`src/rtl/ffba_pkg.sv`:
```
`default_nettype none

package ffba_pkg;

  // Field widths of the stream beats
  localparam int unsigned ReqW    = 18;
  localparam int unsigned FirstW  = 11;
  localparam int unsigned CountW  = 12;
  localparam int unsigned InDataW = 24;
  localparam int unsigned OutDataW = 24;

  // Megabytes per block as a shift: a block is 64 megabytes
  localparam int unsigned MbShift = 6;
  localparam int unsigned NeedW   = ReqW - MbShift;

  // Default map size and widest segment one cell holds
  localparam int unsigned NumBlocksDef = 2048;
  localparam int unsigned SegBitsMax   = 32;

  // Command codes
  typedef enum logic {
    CMD_ALLOC = 1'b0,
    CMD_CLEAR = 1'b1
  } cmd_e;

  // Controls from the sequencer to every cell of the ring
  typedef struct packed {
    logic clear;
    logic mark;
    logic shift;
  } cell_ctl_t;

  // Controls from the sequencer to the scan head
  typedef struct packed {
    logic init;
    logic step;
  } scan_ctl_t;

endpackage

`default_nettype wire

```
`src/rtl/ffba_cell.sv`:
```
`default_nettype none

module ffba_cell #(
  parameter int unsigned SegBits = 32,
  parameter int unsigned CntW    = 12,
  parameter int unsigned CellIdx = 0
) (
  input  wire logic                  clk_i,
  input  wire logic                  rst_ni,
  input  wire ffba_pkg::cell_ctl_t   ctl_i,
  input  wire logic [SegBits-1:0]    nbr_i,   // segment from the next cell
  input  wire logic [CntW-1:0]       lo_i,    // first block to mark
  input  wire logic [CntW-1:0]       hi_i,    // one past the last block to mark
  output logic      [SegBits-1:0]    word_o
);
  import ffba_pkg::*;

  localparam int unsigned SegW1 = SegBits + 1;
  localparam int unsigned SegLW = $clog2(SegBits) + 1;
  localparam logic [CntW-1:0] BaseC = CntW'(CellIdx * SegBits);
  localparam logic [CntW-1:0] SegC  = CntW'(SegBits);

  logic [SegBits-1:0] bits_q, bits_d;
  logic [SegLW-1:0]   lo_l, hi_l;
  logic [SegW1-1:0]   ones_lo, ones_hi;
  logic [CntW-1:0]    lo_rel, hi_rel;

  // Clip the mark range to this cell's segment
  always_comb begin
    lo_rel = lo_i - BaseC;
    hi_rel = hi_i - BaseC;
    if (lo_i <= BaseC) begin
      lo_l = '0;
    end else if (lo_rel >= SegC) begin
      lo_l = SegLW'(SegBits);
    end else begin
      lo_l = SegLW'(lo_rel);
    end
    if (hi_i <= BaseC) begin
      hi_l = '0;
    end else if (hi_rel >= SegC) begin
      hi_l = SegLW'(SegBits);
    end else begin
      hi_l = SegLW'(hi_rel);
    end
    ones_lo = (SegW1'(1) << lo_l) - SegW1'(1);
    ones_hi = (SegW1'(1) << hi_l) - SegW1'(1);
  end

  // Clear, mark in place, or pass the segment down the ring
  always_comb begin
    bits_d = bits_q;
    if (ctl_i.clear) begin
      bits_d = '0;
    end else if (ctl_i.mark) begin
      bits_d = bits_q | ones_hi[SegBits-1:0] & ~ones_lo[SegBits-1:0];
    end else if (ctl_i.shift) begin
      bits_d = nbr_i;
    end
  end

  always_ff @(posedge clk_i or negedge rst_ni) begin
    if (!rst_ni) begin
      bits_q <= '0;
    end else begin
      bits_q <= bits_d;
    end
  end

  assign word_o = bits_q;

endmodule

`default_nettype wire

```
`config.mk`:
```
export PLATFORM = sky130hd
export DESIGN_NAME = ffba_cell
export DESIGN_NICKNAME = d
export VERILOG_FILES = /design/src/rtl/ffba_pkg.sv /design/src/rtl/ffba_cell.sv
export SDC_FILE = /design/constraint.sdc
export NUM_CORES = 1
export LEC_CHECK = 0
export BUFFER_PORTS_ARGS = -buffer_cell sky130_fd_sc_hd__buf_4
export CAP_MARGIN = 40
export CORE_UTILIZATION = 50
export DETAILED_ROUTE_END_ITERATION = 10
export GPL_ROUTABILITY_DRIVEN = 1
export GPL_TIMING_DRIVEN = 0
export PLACE_DENSITY_LB_ADDON = 0.2
export SYNTH_ARGS = -nofsm -noshare
export SYNTH_HDL_FRONTEND = slang
export SYNTH_SLANG_ARGS = --single-unit
```
`constraint.sdc`:
```
create_clock -name clk_i -period 1.1 [get_ports clk_i]
set_input_delay 0.165 -clock clk_i [delete_from_list [all_inputs] [get_ports clk_i]]
set_output_delay 0.165 -clock clk_i [all_outputs]
set_load 0.02 [all_outputs]
```
Word level (Yosys, flattened, before mapping)
Index checks and enable logic that the tools add are counted.
{"block": "word_totals", "inputBits": 61, "regBits": 32}
{"block": "op_classes", "bitwise_logic": 3, "n_addsub": 2, "mux": 7, "reduce_logical": 1, "order_cmp": 4, "shift": 2}
{"operator": "2-to-1 mux 32 bit", "count": 3}
{"operator": "<< shifter 1 x 6 -> 32 bit (first input constant)", "count": 2}
{"operator": "subtractor 32 x 2 -> 32 bit (second input constant)", "count": 2}
{"operator": "AND 32 bit", "count": 1}
{"operator": "NOT 32 bit", "count": 1}
{"operator": "OR 32 bit", "count": 1}
{"operator": "greater-or-equal comparator 12 x 6 -> 1 bit (second input constant)", "count": 2}
{"operator": "<= comparator 12 x 1 -> 1 bit (second input constant)", "count": 2}
{"operator": "2-to-1 mux 6 bit", "count": 4}
{"operator": "nonzero test 3 bit", "count": 1}

Logic depth before layout (Yosys ltp)
Gate-level depths: netlist of run 1.
{"block": "depth", "ltp_word": 10, "ltp_mapped": 11, "mapped_depth_nobuf": 10}

Least setup slack after synthesis of run 1
No wires, ideal clock.
{"block": "synth_path", "path_type": "in2reg", "from": "input hi_i[8]", "to": "register bits_q[14] (netlist: word_o[14])", "setup_ns": 0.099, "path_slack_ns": -1.944, "arrival_time_ns": 2.945, "stages": 11, "cell_sequence": "or4_4 or3_1 or4_1 ha_1 clkbuf_1 inv_1 clkbuf_1 nand3_1 nor4_1 o221ai_1 a311oi_1"}
{"block": "synth_via", "elab_chain_len": 9}
{"element": "from (decl)", "line_no": "ffba_cell.sv:13", "text": "input wire logic [CntW-1:0] hi_i,"}
{"element": "greater-or-equal comparator 12 x 6 -> 1 bit", "line_no": "ffba_cell.sv:41", "text": "end else if (hi_rel >= SegC) begin"}
{"element": "2-to-1 mux 6 bit", "line_no": "ffba_cell.sv:41"}
{"element": "2-to-1 mux 6 bit *", "line_no": "ffba_cell.sv:39", "text": "if (hi_i <= BaseC) begin"}
{"element": "<< shifter 1 x 6 -> 32 bit *", "line_no": "ffba_cell.sv:47", "text": "ones_hi = (SegW1'(1) << hi_l) - SegW1'(1);"}
{"element": "subtractor 32 x 2 -> 32 bit *", "line_no": "ffba_cell.sv:47"}
{"element": "AND 32 bit *", "line_no": "ffba_cell.sv:56", "text": "bits_d = bits_q | ones_hi[SegBits-1:0] & ~ones_lo[SegBits-1:0];"}
{"element": "OR 32 bit *", "line_no": "ffba_cell.sv:56"}
{"element": "2-to-1 mux 32 bit *", "line_no": "ffba_cell.sv:55", "text": "end else if (ctl_i.mark) begin"}
{"element": "2-to-1 mux 32 bit *", "line_no": "ffba_cell.sv:53", "text": "if (ctl_i.clear) begin"}
{"element": "to (signal assigned)", "line_no": "ffba_cell.sv:66", "text": "bits_q <= bits_d;"}
{"element": "to (decl)", "line_no": "ffba_cell.sv:23", "text": "logic [SegBits-1:0] bits_q, bits_d;"}
Every way passes the cells marked *; elsewhere a longest branch is shown, timed or not.
A chain may end at the register's enable or synchronous reset.

Worst setup path in the final report of run 1
{"block": "layout_path", "from": "input hi_i[5]", "to": "register bits_q[20] (netlist: word_o[20])"}
Same word-level chain as after synthesis.

==> summary.txt, run 1 <==
Run status
  – Status: finished, violations left
  – Failing checks: setup timing

Drt
  – DRT Pass-1 Iters: 6
  – Final WL: between 10000 and 15000 um
  – Vias/cell: 6.94
  – DRC violations left: 0
  – Via Count: ~4000
  – WL per Instance: roughly 21 um
  – Iter 0 DRT Violations: 609
  – Antenna viol nets, final: 0

Placement
  – GP Congestion: 1.00
  – Dpl hpwl: 8480 um
  – PortBufs: 88

Worst setup path
  – Worst path required time: 1.28 ns
  – R2R setup slack: 0.01 ns
  – Worst path max stage delay: 0.53 ns
  – Critical R2R Launch: word_o[1]
  – Critical path peak fanout: 6
  – Reg2reg path depth: 3
  – Max stage delay cell, worst path: or4_4
  – Top cell by count, worst path: or4_4
  – Crit Path Class: in -> reg
  – Worst setup SP type: input pin
  – CP Capture Type: flop
  – Worst-path cell chain: buf_8 -> or4_4 -> or3_4 -> or4_4 -> ha_4 -> buf_6 -> nor3_4 -> nand4_1 -> o22ai_2 -> o221ai_2 -> a311oi_1
  – Worst EP arrival: about 2.9 ns
  – RR Endpoint: word_o[1]

Synth
  – Asr flop ratio synth: 1.00
  – Sequential share of the synthesized area: 0.270
  – Count leader, synth: clkbuf_1
  – Synth cell types: 56
  – Synthesis Warnings: 0
  – Ys flop type: dfrtp_1
  – Leading area contributor after synthesis: dfrtp_1
  – Post-synth top area share: 0.270
  – Syn avg cell area: 7.79 um^2
  – Syn nets: 444
  – Post-Syn Area: 2970 um^2
  – Post-synth EDFFs: 0
  – Area contributors post-synth: dfrtp_1 (27%), a211oi_1 (7.6%), mux2i_1 (4.7%)
  – Syn Inst Count: 381
  – Synth top cells by count: clkbuf_1 (34), dfrtp_1 (32), nor2_1 (31)
  – Synthesized flop and latch total: 32

Global route
  – Vias in the first global route: 3642
  – Pin count of the biggest net entering global routing: 33
  – Antenna violations before repair: 0
  – Congestion Overflow GR: 0
  – All-Layer GR Usage: 0.382
  – First-pass GRT wire length: 18600 um

Clock tree
  – Clk pin slew, worst setup/hold paths: 0.06 ns
  – Clock Tree Root: clkbuf_8
  – H-tree Lvls: 2
  – Max clock buf depth: 2
  – Number of clock sinks: 32
  – Clk Latency, worst-skew pair: 0.29 ns
  – Num CTS Buffers: 5
  – CTS tree: yes

Timing
  – Post-route setup TNS: -29.72 ns
  – Worst slew margin: 0.410
  – Skew final: 0 ns
  – Final Cycle Share: 2.43
  – Final setup margin: -1.58 ns
  – Least-Margin Pin Slew: 0.877 ns
  – Peak Freq: 0.374 GHz
  – Final hold vios: 0
  – Tmin final: 2.68 ns
  – Final setup viols: 32
  – Max-slew violations: 0
  – RSZ-0062 raised after global routing: true

Worst hold path
  – Hold depth: 3
  – Endpoint, Worst Hold: word_o[17]
  – HP Class: in -> reg
  – Hold Crit Start: nbr_i[17]

Floorplan
  – Standard-cell rows: 27
  – Die Ht: about 79 um
  – Die area: 6250 um^2
  – Die X-Extent: ~80 um
  – I/O pins: 93
  – Initial core utilization: 0.529
  – Core area: 5610 um^2

Power
  – Max VDD drop: about 0.00055 V
  – Power per cell area: 736 nW/um^2
  – Total power: approximately 3.3 mW
  – Pleak: 1.80 nW

Cells and area
  – Diode count: 0
  – P&R area growth vs syn: 51.3%
  – Layout cells sized above 1: 0.418
  – Layout Utilization: 0.801
  – Nets@finish: 565
  – Max reg flops: 32

Job
  – Max Cap Viol: 0
## final cells by class
| class | instances | area [um^2] |
|---|---|---|
| inverters | 17 | 66.3 |
| clock inverters | 1 | 5.00 |
| fillers | 382 | 1110 |
| plain buffers | 35 | 171 |
| well taps | 72 | 90.1 |
| flip-flops and latches | 32 | 801 |
| repair buffers | 115 | 918 |
| clock buffers | 6 | 72.6 |
| multi-input cells | 296 | 2370 |
## how the worst max path moves through the flow
stage	to	cells after the start	from
6_report	word_o[20]	11	hi_i[5]
3_3_place_gp	word_o[10]	12	lo_i[10]
2_1_floorplan	word_o[4]	10	hi_i[8]
5_1_grt	word_o[20]	11	hi_i[5]
3_5_place_dp	word_o[10]	12	lo_i[11]
4_1_cts	word_o[16]	10	hi_i[5]
## where the power goes
group | switching (mW) | leakage (nW) | internal (mW)
clock network | 0.461 | 0.0410 | 0.431
registers | 0.0471 | 0.426 | 1.25
logic | 0.667 | 1.34 | 0.456
total | 1.18 | 1.80 | 2.13
## placed cells by master, fill, tap and decap left out, drive strengths merged, types with 12 or more instances in the layout
cell,instances
dfrtp,32
nor2,32
mux2i,14
o21ai,19
buf,118
nand2,24
a211oi,30
nor3,12
nor2b,14
clkbuf,37
inv,17
nand3,13
a21oi,19
## critical path, delay by kind of cell
kind | cells | cell delay [ns]
buffers and inverters | 2 | 0.22
AOI/OAI and AO/OA | 3 | 0.65
adders and majority gates | 1 | 0.22
and+or+nand+nor | 5 | 1.59
## per-stage QoR
step,hold slack [ns],worst slack (ns),cell area (um^2),std cells
floorplan,-0.131,-1.70,3020,381
global placement,0.120,-2.36,3770,541
detailed placement,0.135,-2.37,3770,541
CTS,0.165,-1.63,4230,559
global route,0.172,-1.65,4490,574
finish,0.161,-1.58,4490,574
## timing repair
item / CTS / global route
resized for setup: 63 / 38
endpoints found under the setup margin: 32 / 32
cloned: 1 / 1
buffers inserted: 11 / 14
hold buffers: 1 / 0
endpoints found under the hold margin: 32 / 0
pin swaps: 27 / 24
## routing by layer
layer	wire length, um	vias up	global-route usage
li1	-	1718	-
met1	4720	1870	0.493
met2	5630	335	0.603
met3	1420	61	0.0828
met4	503	0	0.185
met5	0	-	0
## cell families (layout without fill, tap and decap cells)
group                    count (synthesis)  count (layout)  share of synthesized area
multiplexers                            14              14                     0.0472
buffers and inverters                   54             174                     0.0708
adder cells (fa/ha/maj)                  2               2                    0.00843
flip-flops                              32              32                      0.270
AO/OA/AOI/OAI                          138             138                      0.346
XOR/XNOR                                 6               6                     0.0177
AND/OR/NAND/NOR                        135             136                      0.241
Power figures use the tool's default switching activity.
==> inputs of run 2 (changes only) <==
--- a/config.mk
+++ b/config.mk
@@ -7,6 +7,7 @@
 export LEC_CHECK = 0
 export BUFFER_PORTS_ARGS = -buffer_cell sky130_fd_sc_hd__buf_4
 export CAP_MARGIN = 40
+export CORE_ASPECT_RATIO = 0.5
 export CORE_UTILIZATION = 50
 export DETAILED_ROUTE_END_ITERATION = 10
 export GPL_ROUTABILITY_DRIVEN = 1
==> run 2 against run 1 <==
Hold slack improved by 0.0042 ns; non-clock buffer count grew 5; via count up 2.3%; combinational power grew 6%; design area grew 7.2%; largest power group is now clock; the flow finishes with violations (DRC, setup timing).
==> summary.txt, run 2 (same netlist as run 1, synthesis figures left out) <==
Cells and area
  – Layout cells sized above 1: 0.462
  – Fin area: 4810 um^2
  – Nets@finish: between 500 and 600
  – Post-Layout Cell Count: 580
  – Most frequent cells in the layout: buf_4 (104), dfrtp_1 (32), nor2_1 (26), a211oi_1 (25), nand2_1 (19)
  – Most common cell after layout, fill and taps aside: buf_4
  – P&R area growth vs syn: 62.2%
  – Max reg flops: 32
  – Diode count: 0

Timing
  – Final hold vios: 0
  – Post-route setup TNS: -31.02 ns
  – Max-slew violations: 0
  – Tmin final: 2.68 ns
  – Worst slew margin: 0.515
  – Peak Freq: 0.373 GHz
  – Final setup viols: 32
  – Skew final: 0 ns
  – RSZ-0062 raised after global routing: true
  – Final setup margin: -1.58 ns
  – Hold_ws: approximately 0.17 ns
  – Least-Margin Pin Slew: 0.728 ns
  – Final Cycle Share: 2.44

Clock tree
  – CTS tree: yes
  – Clk Latency, worst-skew pair: 0.28 ns
  – H-tree Lvls: 2
  – Clock Tree Root: clkbuf_16
  – Number of clock sinks: 32
  – Max clock buf depth: 2
  – Num CTS Buffers: 5
  – Clk pin slew, worst setup/hold paths: 0.05 ns

Worst setup path
  – R2R setup slack: 0.01 ns
  – Worst setup SP type: input pin
  – Worst path required time: 1.29 ns
  – Worst path max stage delay: 0.55 ns
  – Top cell by count, worst path: or4_4
  – Max stage delay cell, worst path: or4_4
  – Crit Path Class: in -> reg
  – Buffers plus inverters on the worst setup path: 4
  – Worst EP arrival: ~2.9 ns
  – CP top delay family: simple AND/OR/NAND/NOR gates
  – Critical path peak fanout: 6
  – CP Capture Type: flop
  – Critical R2R Launch: word_o[11]
  – Worst-path cell chain: buf_8 -> or4_4 -> or3_4 -> or4_4 -> ha_4 -> inv_4 -> clkbuf_16 -> buf_12 -> nand3_4 -> o221ai_4 -> o311ai_4 -> a311oi_1
  – RR Endpoint: word_o[11]
  – Reg2reg path depth: 3

Global route
  – Vias in the first global route: 3579
  – Pin count of the biggest net entering global routing: 33
  – First-pass GRT wire length: 18800 um
  – All-Layer GR Usage: 0.394
  – Congestion Overflow GR: 0
  – Antenna violations before repair: 0

Power
  – Max VDD drop: between 0.0007 and 0.0008 V
  – Total power: 4.22 mW
  – Pleak: 1.94 nW
  – Power per cell area: 876 nW/um^2

Floorplan
  – Standard-cell rows: 19
  – Die Ht: between 50 and 60 um
  – Die area: around 6300 um^2
  – Core area: 5610 um^2
  – I/O pins: 93
  – Initial core utilization: 0.529
  – Die X-Extent: 111 um

Placement
  – DP Area: ~3800 um^2
  – GP Congestion: 1.03
  – PortBufs: 88
  – Dpl hpwl: 8600 um
  – Placed cell count: 542

Job
  – Max Cap Viol: 0

Run status
  – Status: finished, violations left
  – Failing checks: DRC, setup timing

Drt
  – Iter 0 DRT Violations: about 670
  – DRC violations left: 16
  – DRT Pass-1 Iters: 9
  – Antenna viol nets, final: 0
  – Vias/cell: approximately 7.0
  – Final WL: 13300 um
  – WL per Instance: 23.0 um
  – Via Count: 4074

Worst hold path
  – Hold depth: 3
  – Hold Crit Start: nbr_i[17]
  – HP Class: in -> reg
  – Endpoint, Worst Hold: word_o[17]
==> run 2: how the worst max path moves through the flow <==
stage | to | cells past startpoint | startpoint | slack (ns)
final | word_o[24] | 12 | hi_i[8] | -1.58
after global routing | word_o[20] | 11 | hi_i[8] | -1.63
after CTS | word_o[4] | 10 | hi_i[5] | -1.62
after detailed placement | word_o[24] | 11 | lo_i[11] | -2.26
after global placement | word_o[10] | 12 | lo_i[11] | -2.37
after floorplan | word_o[4] | 10 | hi_i[8] | -1.70
==> run 2: worst min-delay path, delay by kind of cell <==
| kind | cells | cell delay, ns |
|---|---|---|
| AOI/OAI and AO/OA | 1 | 0.11 |
| buffers and inverters | 1 | 0.08 |
| muxes | 1 | 0.06 |
==> run 2: area by class of cell <==
cell class	instances	area (um^2)
plain buffers	35	185
clock buffers	7	153
repair buffers	120	973
well taps	73	91.3
inverters	17	66.3
flip-flops and latches	32	801
fillers	324	796
multi-input cells	295	2510
clock inverters	1	30.0
==> run 2: metal layers <==
| metal | vias to the layer above | routed length, um | global-route usage |
|---|---|---|---|
| li1 | 1727 | - | - |
| met3 | 79 | 1850 | 0.145 |
| met1 | 1915 | 5350 | 0.548 |
| met5 | - | 58 | 0.0750 |
| met4 | 2 | 534 | 0.133 |
| met2 | 351 | 5520 | 0.553 |
==> run 2: timing repair <==
item                                   4_1_cts  5_1_grt
setup buffers                               16       14
hold buffers                                 1        0
endpoints found under the hold margin       32        0
pin swaps                                   25       29
resized for setup                           63       67
setup endpoints to repair                   32       32
gates cloned                                 1        0
==> run 2: report_power, final <==
group	switching (mW)	internal, mW
logic	0.712	0.478
registers	0.0554	1.25
clock network	0.530	1.19
total	1.30	2.92
==> run 2: per-stage QoR <==
| stage | setup WS, ns | utilization |
|---|---|---|
| after floorplan | -1.70 | - |
| after global placement | -2.37 | 0.672 |
| after detailed placement | -2.26 | 0.672 |
| after CTS | -1.62 | 0.785 |
| after global routing | -1.63 | 0.858 |
| final | -1.58 | 0.858 |
